$ cat config.mk
export PLATFORM = sky130hd
export DESIGN_NAME = preemptive_priority_scheduler
export DESIGN_NICKNAME = d
export VERILOG_FILES = /design/src/sv/pps_pkg.sv /design/src/sv/pps_cell.sv /design/src/sv/preemptive_priority_scheduler.sv
export SDC_FILE = /design/constraint.sdc
export NUM_CORES = 2
export LEC_CHECK = 0
export BUFFER_PORTS_ARGS = -buffer_cell sky130_fd_sc_hd__buf_2
export CAP_MARGIN = 20
export CORE_MARGIN = 3
export CORE_UTILIZATION = 33
export DETAILED_ROUTE_END_ITERATION = 10
export PLACE_DENSITY = 0.59
export SETUP_SLACK_MARGIN = 0.05
export SKIP_LAST_GASP = 1
export SYNTH_ARGS = -nofsm -noshare
export SYNTH_HDL_FRONTEND = slang
export SYNTH_SLANG_ARGS = --single-unit
$ cat constraint.sdc
create_clock -name clk -period 14.46 [get_ports clk]
set_input_delay 0 -clock clk [delete_from_list [all_inputs] [get_ports clk]]
set_output_delay 0 -clock clk [all_outputs]
set_load 0.01 [all_outputs]
$ cat src/sv/pps_pkg.sv
// ----------------------------------------------------------------------------
// Preemptive priority scheduler package
// Shared widths, op and state codes, and the records that move along the
// row of task cells.
// ----------------------------------------------------------------------------
package pps_pkg;

	localparam int TASKS_DEF  = 16;
	localparam int SLOT_W     = 4;
	localparam int ARR_W      = 16;
	localparam int BURST_W    = 16;
	localparam int PRIO_W     = 8;
	localparam int TIME_W     = 24;
	localparam int SUM_W      = 32;
	localparam int CNT_W      = 5;
	localparam int NACT_W     = 2;
	localparam int IN_DATA_W  = 48;
	localparam int OUT_DATA_W = 176;
	localparam int OUT_USER_W = 2;

	localparam logic [TIME_W-1:0] TIME_MAX = {TIME_W{1'b1}};
	localparam logic [CNT_W-1:0]  CNT_MAX  = {CNT_W{1'b1}};
	localparam logic [NACT_W-1:0] NACT_MAX = 2'd2;

	typedef enum logic [1:0] {
		OP_LOAD  = 2'd0,
		OP_TICK  = 2'd1,
		OP_CLEAR = 2'd2
	} pps_op_t;

	typedef enum logic [1:0] {
		ST_IDLE,
		ST_SCAN,
		ST_WAIT,
		ST_SUM
	} pps_state_t;

	typedef struct packed {
		logic               load;
		logic               clear;
		logic [SLOT_W-1:0]  slot;
		logic [ARR_W-1:0]   arrival;
		logic [BURST_W-1:0] burst;
		logic [PRIO_W-1:0]  prio;
	} pps_cmd_t;

	typedef struct packed {
		logic               valid;
		logic               found;
		logic [PRIO_W-1:0]  prio;
		logic [ARR_W-1:0]   arrival;
		logic [BURST_W-1:0] burst;
		logic [BURST_W-1:0] remain;
		logic [NACT_W-1:0]  nact;
		logic               any_loaded;
	} pps_cand_t;

endpackage

$ cat src/sv/pps_cell.sv
// ----------------------------------------------------------------------------
// Preemptive priority scheduler task cell
// Holds one task slot and passes the best ready candidate to its neighbor.
// ----------------------------------------------------------------------------
module pps_cell #(
	parameter int TASKS = pps_pkg::TASKS_DEF,
	parameter int IDX   = 0
) (
	input  logic                          clk,
	input  logic                          arst_n,
	input  pps_pkg::pps_cmd_t             cmd,
	input  logic                          dec_en,
	input  logic [$clog2(TASKS)-1:0]      dec_idx,
	input  logic [pps_pkg::TIME_W-1:0]    time_now,
	input  pps_pkg::pps_cand_t            cand_in,
	input  logic [$clog2(TASKS)-1:0]      idx_in,
	output pps_pkg::pps_cand_t            cand_out,
	output logic [$clog2(TASKS)-1:0]      idx_out
);

	localparam int IDX_W = $clog2(TASKS);
	localparam logic [IDX_W-1:0] MY_IDX = IDX_W'(IDX);

	logic                          loaded_q;
	logic [pps_pkg::BURST_W-1:0]   rem_q;
	logic [pps_pkg::ARR_W-1:0]     arr_q;
	logic [pps_pkg::BURST_W-1:0]   burst_q;
	logic [pps_pkg::PRIO_W-1:0]    prio_q;
	pps_pkg::pps_cand_t            cand_q;
	logic [IDX_W-1:0]              idx_q;

	logic active;
	logic ready;
	logic take;
	logic hit;
	logic [pps_pkg::NACT_W-1:0] nact_next;

	assign hit    = cmd.load && (int'(cmd.slot) == IDX);
	assign active = loaded_q && (rem_q != '0);
	assign ready  = active && ({{(pps_pkg::TIME_W-pps_pkg::ARR_W){1'b0}}, arr_q} <= time_now);
	assign take   = ready && (!cand_in.found || (prio_q < cand_in.prio));

	always_comb begin
		nact_next = cand_in.nact;
		if (active && (cand_in.nact != pps_pkg::NACT_MAX)) begin
			nact_next = cand_in.nact + 1'b1;
		end
	end

	always_ff @(posedge clk or negedge arst_n) begin
		if (!arst_n) begin
			loaded_q <= 1'b0;
			rem_q    <= '0;
		end else if (cmd.clear) begin
			loaded_q <= 1'b0;
			rem_q    <= '0;
		end else if (hit) begin
			loaded_q <= (cmd.burst != '0);
			rem_q    <= cmd.burst;
		end else if (dec_en && (dec_idx == MY_IDX)) begin
			rem_q <= rem_q - 1'b1;
		end
	end

	always_ff @(posedge clk) begin
		if (hit) begin
			arr_q   <= cmd.arrival;
			burst_q <= cmd.burst;
			prio_q  <= cmd.prio;
		end
	end

	always_ff @(posedge clk or negedge arst_n) begin
		if (!arst_n) begin
			cand_q <= '0;
			idx_q  <= '0;
		end else begin
			cand_q.valid      <= cand_in.valid;
			cand_q.found      <= cand_in.found || take;
			cand_q.prio       <= take ? prio_q  : cand_in.prio;
			cand_q.arrival    <= take ? arr_q   : cand_in.arrival;
			cand_q.burst      <= take ? burst_q : cand_in.burst;
			cand_q.remain     <= take ? rem_q   : cand_in.remain;
			cand_q.nact       <= nact_next;
			cand_q.any_loaded <= cand_in.any_loaded || loaded_q;
			idx_q             <= take ? MY_IDX : idx_in;
		end
	end

	assign cand_out = cand_q;
	assign idx_out  = idx_q;

endmodule

$ cat src/sv/preemptive_priority_scheduler.sv
// ----------------------------------------------------------------------------
// Preemptive priority scheduler
// Task table held in a row of cells; a tick runs the ready task with the
// smallest priority value and reports its completion figures.
// ----------------------------------------------------------------------------
// channel  dir  tdata                               tuser
// s_*      in   slot, arrival, burst, prio          op
// m_*      out  ran_slot .. now_time (176 bits)     idle, finished
//
// A load, clear or unused op leaves the input ready; a tick holds it off until its result is registered.
// A tick walks the cell row one cell a cycle, then registers the pick,
//   forms the waiting time and updates the totals.
// The result sits in an output register while the next item is taken; a
//   tick stalls in its last step while that register holds an untaken item.
// Reset clears the table, time, count and totals.
// ----------------------------------------------------------------------------
module preemptive_priority_scheduler #(
	parameter int TASKS = pps_pkg::TASKS_DEF
) (
	input  logic                             clk,
	input  logic                             arst_n,
	input  logic                             s_tvalid,
	output logic                             s_tready,
	// slot[3:0], arrival[19:4], burst[35:20], prio[43:36], zero pad
	input  logic [pps_pkg::IN_DATA_W-1:0]    s_tdata,
	// op[1:0]
	input  logic [1:0]                       s_tuser,
	output logic                             m_tvalid,
	input  logic                             m_tready,
	// ran_slot[3:0], completion_time[27:4], turnaround[51:28],
	// waiting[75:52], total_turnaround[107:76], total_waiting[139:108],
	// done_count[144:140], all_done[145], now_time[169:146], zero pad
	output logic [pps_pkg::OUT_DATA_W-1:0]   m_tdata,
	// idle[0], finished[1]
	output logic [pps_pkg::OUT_USER_W-1:0]   m_tuser
);

	localparam int IDX_W = $clog2(TASKS);
	localparam int TW    = pps_pkg::TIME_W;
	localparam int SW    = pps_pkg::SUM_W;

	pps_pkg::pps_state_t state_q, state_next;

	logic in_fire;
	logic tick_fire;
	logic scan_end;
	logic sum_go;

	pps_pkg::pps_cmd_t  cmd;
	pps_pkg::pps_cand_t cand [TASKS+1];
	logic [IDX_W-1:0]   idx  [TASKS+1];
	logic [TASKS-1:0]   tok_vec;

	logic [TW-1:0]            time_q;
	logic [pps_pkg::CNT_W-1:0] count_q;
	logic [SW-1:0]            sum_tat_q;
	logic [SW-1:0]            sum_wt_q;

	logic [TW-1:0] time_next;
	logic          fin;
	logic          any_left;

	logic                        found_s1;
	logic                        fin_s1;
	logic [IDX_W-1:0]            idx_s1;
	logic [TW-1:0]               tat_s1;
	logic [pps_pkg::BURST_W-1:0] burst_s1;
	logic                        all_done_s1;
	logic [TW-1:0]               wt_s2;

	logic [SW:0]   tat_sum;
	logic [SW:0]   wt_sum;
	logic [SW-1:0] tat_tot;
	logic [SW-1:0] wt_tot;
	logic [pps_pkg::CNT_W-1:0] count_next;

	logic                            m_valid_q;
	logic [pps_pkg::OUT_DATA_W-1:0]  m_data_q;
	logic [pps_pkg::OUT_USER_W-1:0]  m_user_q;

	assign in_fire   = s_tvalid && s_tready;
	assign tick_fire = in_fire && (s_tuser == pps_pkg::OP_TICK);
	assign scan_end  = cand[TASKS].valid;

	always_comb begin
		cmd.load    = in_fire && (s_tuser == pps_pkg::OP_LOAD);
		cmd.clear   = in_fire && (s_tuser == pps_pkg::OP_CLEAR);
		cmd.slot    = s_tdata[3:0];
		cmd.arrival = s_tdata[19:4];
		cmd.burst   = s_tdata[35:20];
		cmd.prio    = s_tdata[43:36];
	end

	assign cand[0] = '{valid: tick_fire, default: '0};
	assign idx[0]  = '0;

	for (genvar i = 0; i < TASKS; i++) begin : g_cell
		pps_cell #(
			.TASKS (TASKS),
			.IDX   (i)
		) u_cell (
			.clk      (clk),
			.arst_n   (arst_n),
			.cmd      (cmd),
			.dec_en   (scan_end && cand[TASKS].found),
			.dec_idx  (idx[TASKS]),
			.time_now (time_q),
			.cand_in  (cand[i]),
			.idx_in   (idx[i]),
			.cand_out (cand[i+1]),
			.idx_out  (idx[i+1])
		);
		assign tok_vec[i] = cand[i+1].valid;
	end

	always_comb begin
		state_next = state_q;
		case (state_q)
			pps_pkg::ST_IDLE: if (tick_fire) state_next = pps_pkg::ST_SCAN;
			pps_pkg::ST_SCAN: if (scan_end) state_next = pps_pkg::ST_WAIT;
			pps_pkg::ST_WAIT: state_next = pps_pkg::ST_SUM;
			pps_pkg::ST_SUM:  if (sum_go) state_next = pps_pkg::ST_IDLE;
			default:          state_next = pps_pkg::ST_IDLE;
		endcase
	end

	always_comb begin
		s_tready = 1'b0;
		sum_go   = 1'b0;
		case (state_q)
			pps_pkg::ST_IDLE: s_tready = 1'b1;
			pps_pkg::ST_SUM:  sum_go   = !m_valid_q || m_tready;
			default: begin
				s_tready = 1'b0;
				sum_go   = 1'b0;
			end
		endcase
	end

	always_ff @(posedge clk or negedge arst_n) begin
		if (!arst_n) begin
			state_q <= pps_pkg::ST_IDLE;
		end else begin
			state_q <= state_next;
		end
	end

	always_comb begin
		time_next = (time_q != pps_pkg::TIME_MAX) ? time_q + 1'b1 : time_q;
		fin       = cand[TASKS].found && (cand[TASKS].remain == 16'd1);
		any_left  = fin ? (cand[TASKS].nact == pps_pkg::NACT_MAX)
		                : (cand[TASKS].nact != '0);
	end

	always_ff @(posedge clk) begin
		if (scan_end) begin
			found_s1    <= cand[TASKS].found;
			fin_s1      <= fin;
			idx_s1      <= idx[TASKS];
			tat_s1      <= fin ? time_next - {{(TW-pps_pkg::ARR_W){1'b0}}, cand[TASKS].arrival}
			                   : '0;
			burst_s1    <= cand[TASKS].burst;
			all_done_s1 <= cand[TASKS].any_loaded && !any_left;
		end
		if (state_q == pps_pkg::ST_WAIT) begin
			if (tat_s1 >= {{(TW-pps_pkg::BURST_W){1'b0}}, burst_s1}) begin
				wt_s2 <= tat_s1 - {{(TW-pps_pkg::BURST_W){1'b0}}, burst_s1};
			end else begin
				wt_s2 <= '0;
			end
		end
	end

	always_comb begin
		tat_sum    = {1'b0, sum_tat_q} + {{(SW+1-TW){1'b0}}, tat_s1};
		wt_sum     = {1'b0, sum_wt_q} + {{(SW+1-TW){1'b0}}, wt_s2};
		tat_tot    = tat_sum[SW] ? {SW{1'b1}} : tat_sum[SW-1:0];
		wt_tot     = wt_sum[SW] ? {SW{1'b1}} : wt_sum[SW-1:0];
		count_next = (fin_s1 && (count_q != pps_pkg::CNT_MAX)) ? count_q + 1'b1 : count_q;
	end

	always_ff @(posedge clk or negedge arst_n) begin
		if (!arst_n) begin
			time_q    <= '0;
			count_q   <= '0;
			sum_tat_q <= '0;
			sum_wt_q  <= '0;
		end else if (cmd.clear) begin
			time_q    <= '0;
			count_q   <= '0;
			sum_tat_q <= '0;
			sum_wt_q  <= '0;
		end else begin
			if (scan_end) begin
				time_q <= time_next;
			end
			if (sum_go) begin
				count_q   <= count_next;
				sum_tat_q <= tat_tot;
				sum_wt_q  <= wt_tot;
			end
		end
	end

	always_ff @(posedge clk or negedge arst_n) begin
		if (!arst_n) begin
			m_valid_q <= 1'b0;
		end else if (sum_go) begin
			m_valid_q <= 1'b1;
		end else if (m_tready) begin
			m_valid_q <= 1'b0;
		end
	end

	always_ff @(posedge clk) begin
		if (sum_go) begin
			m_data_q <= {
				6'd0,
				time_q,
				all_done_s1,
				count_next,
				wt_tot,
				tat_tot,
				wt_s2,
				tat_s1,
				fin_s1 ? time_q : {TW{1'b0}},
				found_s1 ? pps_pkg::SLOT_W'(idx_s1) : {pps_pkg::SLOT_W{1'b0}}
			};
			m_user_q <= {fin_s1, !found_s1};
		end
	end

	assign m_tvalid = m_valid_q;
	assign m_tdata  = m_data_q;
	assign m_tuser  = m_user_q;

	property p_one_token;
		@(posedge clk) disable iff (!arst_n)
		$countones(tok_vec) <= 1;
	endproperty
	a_one_token: assert property (p_one_token)
		else $error("more than one candidate in the cell row");

	property p_ready_empty_row;
		@(posedge clk) disable iff (!arst_n)
		s_tready |-> (tok_vec == '0);
	endproperty
	a_ready_empty_row: assert property (p_ready_empty_row)
		else $error("input ready while a scan is in the cell row");

	property p_scan_end_state;
		@(posedge clk) disable iff (!arst_n)
		scan_end |-> (state_q == pps_pkg::ST_SCAN);
	endproperty
	a_scan_end_state: assert property (p_scan_end_state)
		else $error("candidate left the cell row outside a scan");

	property p_result_after_sum;
		@(posedge clk) disable iff (!arst_n)
		sum_go |=> m_tvalid && (state_q == pps_pkg::ST_IDLE);
	endproperty
	a_result_after_sum: assert property (p_result_after_sum)
		else $error("result not presented after the summing step");

endmodule

## Yosys cells after proc, flatten, opt, wreduce, memory -nomap -nowiden

Index checks and enable logic that the tools add are counted.

| cells by class | value |
|---|---|
| add/subtract/negate cells | 37 |
| $mul | 0 |
| divide/modulo/power cells | 0 |
| $lt $le $gt $ge | 32 |
| equal/unequal tests | 57 |
| shift operators | 0 |
| muxes and demuxes | 195 |
| bitwise operators | 0 |
| reduce and logical (&&, ||, !) cells | 224 |

Operators by type and width:

| operator | number |
|---|---|
| $mux W16 | 96 |
| $le A16 B24 Y1 | 16 |
| $reduce_bool A16 Y1 | 17 |
| $sub A16 B1 Y16 const B | 16 |
| $mux W32 | 6 |
| $lt A8 B8 Y1 | 15 |
| $mux W8 | 15 |
| $logic_and A1 B1 Y1 | 102 |
| $mux W24 | 3 |
| $add A32 B24 Y33 | 2 |
| $eq A4 B4 Y1 const B | 16 |
| $mux W4 | 14 |
| $reduce_bool A3 Y1 | 16 |
| $sub A24 B16 Y24 | 2 |
| $logic_or A1 B1 Y1 | 46 |
| $reduce_bool A2 Y1 | 20 |
| $mux W1 | 39 |
| $mux W2 | 18 |
| $ne A2 B2 Y1 const B | 17 |
| $eq A4 B3 Y1 const B | 8 |
| $add A2 B1 Y2 const B | 15 |
| $add A24 B1 Y24 const B | 1 |
| $ge A24 B16 Y1 | 1 |
| $ne A24 B24 Y1 const B | 1 |
| other kinds (14) | 43 |

| storage, ports and cells | value |
|---|---|
| flip-flop bits (word level) | 2279 |
| latch bits | 0 |
| bits in writable memories | 0 |
| bits in read-only memories | 0 |
| bits of input ports | 54 |
| output and inout bits | 180 |
| memories | 0 |

## Logic depth before layout (Yosys ltp)

| depth | value |
|---|---|
| depth in word-level cells | 7 |
| depth in mapped cells | 16 |
| gate-level depth less buffers | 16 |

## Cells and area by module

From an unflattened synthesis, not the netlist that was laid out.

| second synthesis, totals | value |
|---|---|
| cell total of the unflattened synthesis | 8845 |
| area, all modules | 110141.9 um2 |

By module, submodules not included:

| module | times used | cells an instance | area each (um2) | sequential area each (um2) |
|---|---|---|---|---|
| pps_cell (g_cell[10].u_cell ...) | 4 | 406 | 5572.8 | 3253.1 |
| preemptive_priority_scheduler | 1 | 1583 | 17715.7 | 9699.3 |
| pps_cell (g_cell[1].u_cell ...) | 2 | 624 | 6528.8 | 3253.1 |
| pps_cell (g_cell[4].u_cell ...) | 2 | 624 | 6526.3 | 3253.1 |
| pps_cell (g_cell[11].u_cell ...) | 2 | 379 | 5446.5 | 3253.1 |
| pps_cell (g_cell[13].u_cell ...) | 2 | 381 | 5444.0 | 3253.1 |
| pps_cell (g_cell[12].u_cell) | 1 | 406 | 5574.1 | 3253.1 |
| pps_cell (g_cell[15].u_cell) | 1 | 405 | 5569.1 | 3253.1 |
| pps_cell (g_cell[3].u_cell) | 1 | 405 | 5567.8 | 3253.1 |
| pps_cell (g_cell[0].u_cell) | 1 | 406 | 5532.8 | 3253.1 |

## Worst setup path before layout

OpenSTA, ideal clock, no wires.

| timing path | value |
|---|---|
| kind | reg-to-reg |
| start | reg state_q[0] |
| end | reg sum_tat_q[13] |
| setup time | 0.369 ns |
| data arrival time | 6.098 ns |
| required time | 14.091 ns |
| path slack | 7.993 ns |
| stages on the path, launching flop included | 7 |
| cells stage by stage | dfrtp_1 > ha_1 > nand2_1 > inv_1 > clkbuf_1 > clkbuf_1 > a31oi_1 |

| on the way | value |
|---|---|
| elaborated cells between the ends (all ways) | 8 |
| classes of those cells | eq/ne (1); mux (3); reduce/logical (4) |

RTL lines:

| what | line | RTL |
|---|---|---|
| start: declaration | preemptive_priority_scheduler.sv:42 | `pps_pkg::pps_state_t state_q, state_next;` |
| start signal: assignment | preemptive_priority_scheduler.sv:142 | `state_q <= pps_pkg::ST_IDLE;` |
| start signal: assignment | preemptive_priority_scheduler.sv:144 | `state_q <= state_next;` |
| $eq A2 B2 Y1 | preemptive_priority_scheduler.sv:130 | `case (state_q)` |
| $mux W1 | preemptive_priority_scheduler.sv:130 |  |
| named net sum_go | preemptive_priority_scheduler.sv:47 | `logic sum_go;` |
| $reduce_bool A2 Y1 (no source line) | n/a |  |
| end signal: assignment | preemptive_priority_scheduler.sv:199 | `sum_tat_q <= tat_tot;` |
| end: declaration | preemptive_priority_scheduler.sv:56 | `logic [SW-1:0] sum_tat_q;` |

The timed path passes the listed nets, and every way through them passes these cells.
A chain may end at the register's enable or synchronous reset.

## Final worst setup path

| timing path | value |
|---|---|
| start | reg time_q[1] |
| end | reg tat_s1[23] (data pin) |

| on the way | value |
|---|---|
| cells in the longest elaborated chain, start to end | 3 |
| elaborated cells between the ends (all ways) | 4 |
| classes of those cells | add/sub (2); eq/ne (1); mux (1) |

Ends and longest elaborated chain:

| what | line | RTL |
|---|---|---|
| start: declaration | preemptive_priority_scheduler.sv:54 | `logic [TW-1:0] time_q;` |
| start signal: assignment | preemptive_priority_scheduler.sv:195 | `time_q <= time_next;` |
| $add A24 B1 Y24 / $ne A24 B24 Y1 (equally long branches) | preemptive_priority_scheduler.sv:149 | `time_next = (time_q != pps_pkg::TIME_MAX) ? time_q + 1'b1 : time_q;` |
| $mux W24 * | preemptive_priority_scheduler.sv:149 |  |
| $sub A24 B16 Y24 * | preemptive_priority_scheduler.sv:160 | `tat_s1 <= fin ? time_next - {{(TW-pps_pkg::ARR_W){1'b0}}, cand[TASKS].arrival}` |
| end signal: assignment | preemptive_priority_scheduler.sv:160 |  |
| end: declaration | preemptive_priority_scheduler.sv:66 | `logic [TW-1:0] tat_s1;` |

Every way passes the cells marked *; elsewhere a longest branch is shown, timed or not.

==> out/qor.yml <==
p_leak_nw: 47.8
insertion_delay_ns: 0.93
synthesis.area_um2: 98400
ys_ff_latch: 2267
holdCritPathClass: "in -> async"
worst_pin_slew_ns: 1.11
skew_ns: 0.112
cp.arrival_ns: 6.05
crit_type: "reg -> reg"
overflow: 0
synth_common_cells: "dfrtp_1, edfxtp_1, mux2_2"
async_reset_ff_frac: 0.610
post_synth_inst_count: 7359
synthXorXnorAreaFrac: 0.0220
r2r-end: "tat_s1[23]"
yosys-mux-area-fraction: 0.0988
cts_buffers: 235
cts_tree: "yes"
r2r_cells: 16
synth_top_family_by_area: "multiplexers"
ir_worst_vdd_mv: 0.112
syn_area_per_cell_um2: 13.4
coreArea_um2: 295000
period_needed_ns: 5.49
cts.htree.levels: 4
ioPinCount: 234
violations: "hold timing"
grt_pass1_vias: 60200
synth_compound_area_frac: 0.0840
area_growth_pct: 14.3
critPathMaxFanout: 8
drtIter0Drc: 4744
synth_fa_ha_area_frac: 0.0617
drt-total-wl_mm: 230
hold_violations: 30
cellPowerDensity_nw_per_um2: 186
track_usage: 0.149
synth_top_area_share: 0.352
maxSlewViolCount: 0
ant_nets: 0
cap_violations: 0
drc_errors: 0
num_vias: 58500
fp.dieW_um: 552
hold_ws_ns: -0.0351
hpwl_mm: 159
synth_most_common_cell: "dfrtp_1"
grt_max_degree: 170
synth-simple-area-share: 0.0860
final-instance-count-excl-fill: 11800
placed_cells: 11300
cts_max_path_buffers: 4
dieArea_um2: 305000
num_rows: 199
grt_pass1_wl_mm: 359
power_mw: 21.0
crit_required_ns: 15.03
status: "finished with violations"
timing.rr.start: "time_q[1]"
fin_nets: 8253
ys.flop_type: "dfrtp_1"
critPathLaunch: "time_q[1]"
start_util: 0.333
synth_area_leaders: "dfrtp_1, edfxtp_1, mux2_2"
fin_crit_sh: 0.379
end_kind: "flop"
io_buffers: 223
cp-start-kind: "flop"
tns_ns: 0
wl_per_cell_um: 19.4
yosysWarnings: 0
die_h_um: 552
cts.sinks: 2267
slew_headroom: 0.243
globalplace.congestion: 0.836
cts-root-buf: "clkbuf_16"
r2r_setup_slack_ns: 8.97
seq_area_frac_synth: 0.622
yosysUniqueCellTypes: 108
clk_pin_slew_ns: 0.06
setup_violations: 0
synth_edf_count: 883
synth_top_area_cell: "dfrtp_1"
dr.pass1.iters: 9
rsz0062_at_grt: "false"
fmax_mhz: 182
antenna_found_initial: 9
drive_above_1_share: 0.208
viasPerCell: 4.94
fillers: 27800
[per-stage QoR]
step / utilization / cell area [um^2] / setup slack [ns]
2_1_floorplan: - / 98400 / 7.99
3_3_place_gp: 0.352 / 104000 / 9.15
3_5_place_dp: 0.352 / 104000 / 9.09
4_1_cts: 0.380 / 112000 / 9.03
5_1_grt: 0.381 / 112000 / 8.75
6_report: 0.381 / 112000 / 8.97
[per-layer routing]
layer	part of all wire	track usage
met1	0.48	0.217
met2	0.44	0.230
met3	0.055	0.0245
met4	0.025	0.0400
met5	0.00012	0
[state kept, by name, summed over array words and instances, names as in the netlist, 4 cells and up]
signal / flops
count_q: 5
sum_tat_q: 32
g_cell.u_cell.burst_q: 256
burst_s1: 16
g_cell.u_cell.idx_out: 49
g_cell.u_cell.cand_out: 967
wt_s2: 24
sum_wt_q: 32
g_cell.u_cell.prio_q: 128
idx_s1: 4
m_tdata: 170
time_q: 24
g_cell.u_cell.loaded_q: 16
g_cell.u_cell.rem_q: 256
tat_s1: 24
g_cell.u_cell.arr_q: 256
[critical path: stages (launching register included)]
cell and delay, ns:
dfrtp_1 0.52, ha_1 0.31, nand3_1 0.20, nor4_4 0.12, a21oi_1 0.43, or3b_2 0.55, nor3_2 0.33, xnor2_1 0.17
ha_1 0.30, nand2_1 0.12, o21ai_0 0.13, o2bb2ai_1 0.16, a2111oi_0 0.96, nor2_1 0.29, nor4b_2 0.35, xor2_1 0.18
nor2_1 0.05
[worst max-delay path by stage]
| stage | endpoint | slack [ns] | depth (start not counted) |
|---|---|---|---|
| 6_report | tat_s1[23] | 8.97 | 16 |
| 5_1_grt | tat_s1[23] | 8.75 | 16 |
| 4_1_cts | tat_s1[23] | 9.03 | 16 |
| 3_5_place_dp | tat_s1[23] | 9.09 | 16 |
| 3_3_place_gp | tat_s1[23] | 9.15 | 16 |
| 2_1_floorplan | sum_tat_q[13] | 7.99 | 6 |
[logic make-up after synthesis]
family | after synthesis
other cells | 1
compound gates | 1287
buf+inv | 563
flops | 2267
mux | 851
xor+xnor | 247
fa+ha+maj | 483
simple gates | 1660
[cell type report]
cell class                      count  area (um^2)  share of cell area
Clock inverter                     91          882             0.00785
Tap cell                         3919         4900              0.0436
Sequential cell                  2267        61200               0.544
Timing Repair Buffer              396         2780              0.0248
Multi-Input combinational cell   4534        34800               0.310
Antenna cell                        9         22.5            0.000200
Inverter                          282         1070             0.00948
Clock buffer                      344         6770              0.0602
[cell usage in the layout (no fill, tap or decap), types with 40 or more instances in the layout]
cell and count:
nor3b_1 67, xnor2_1 155, nor2_1 450, nand3_1 116, ha_1 479, nand2b_1 60
buf_2 223, a21o_1 177, nor4_1 69, nand2_1 341, and3_1 46, and2_1 61
or3_1 40, nor3_1 138, or2_2 56, a211oi_1 129, a21oi_1 317, mux2_2 780
o21a_1 45, clkbuf_1 69, buf_4 102, dlygate4sd3_1 54, nor2b_1 49, nand4_1 79
inv_1 265, dfrtp_1 1383, clkbuf_16 242, edfxtp_1 883, o211ai_1 44, o21ai_0 342
xor2_1 92
[power by group]
part	total [mW]	internal (mW)	switching (mW)	leakage [nW]
clock	5.97	3.48	2.48	3.73
sequential	9.16	8.27	0.891	26.5
combinational	5.83	2.57	3.26	17.5
[what timing repair did]
| item | in CTS | in global routing |
|---|---|---|
| buffers inserted | 0 | 0 |
| gates resized for setup | 0 | 0 |
| hold buffers | 55 | 0 |
| hold endpoints to repair | 1240 | 0 |
(Power assumes the default switching activity.)
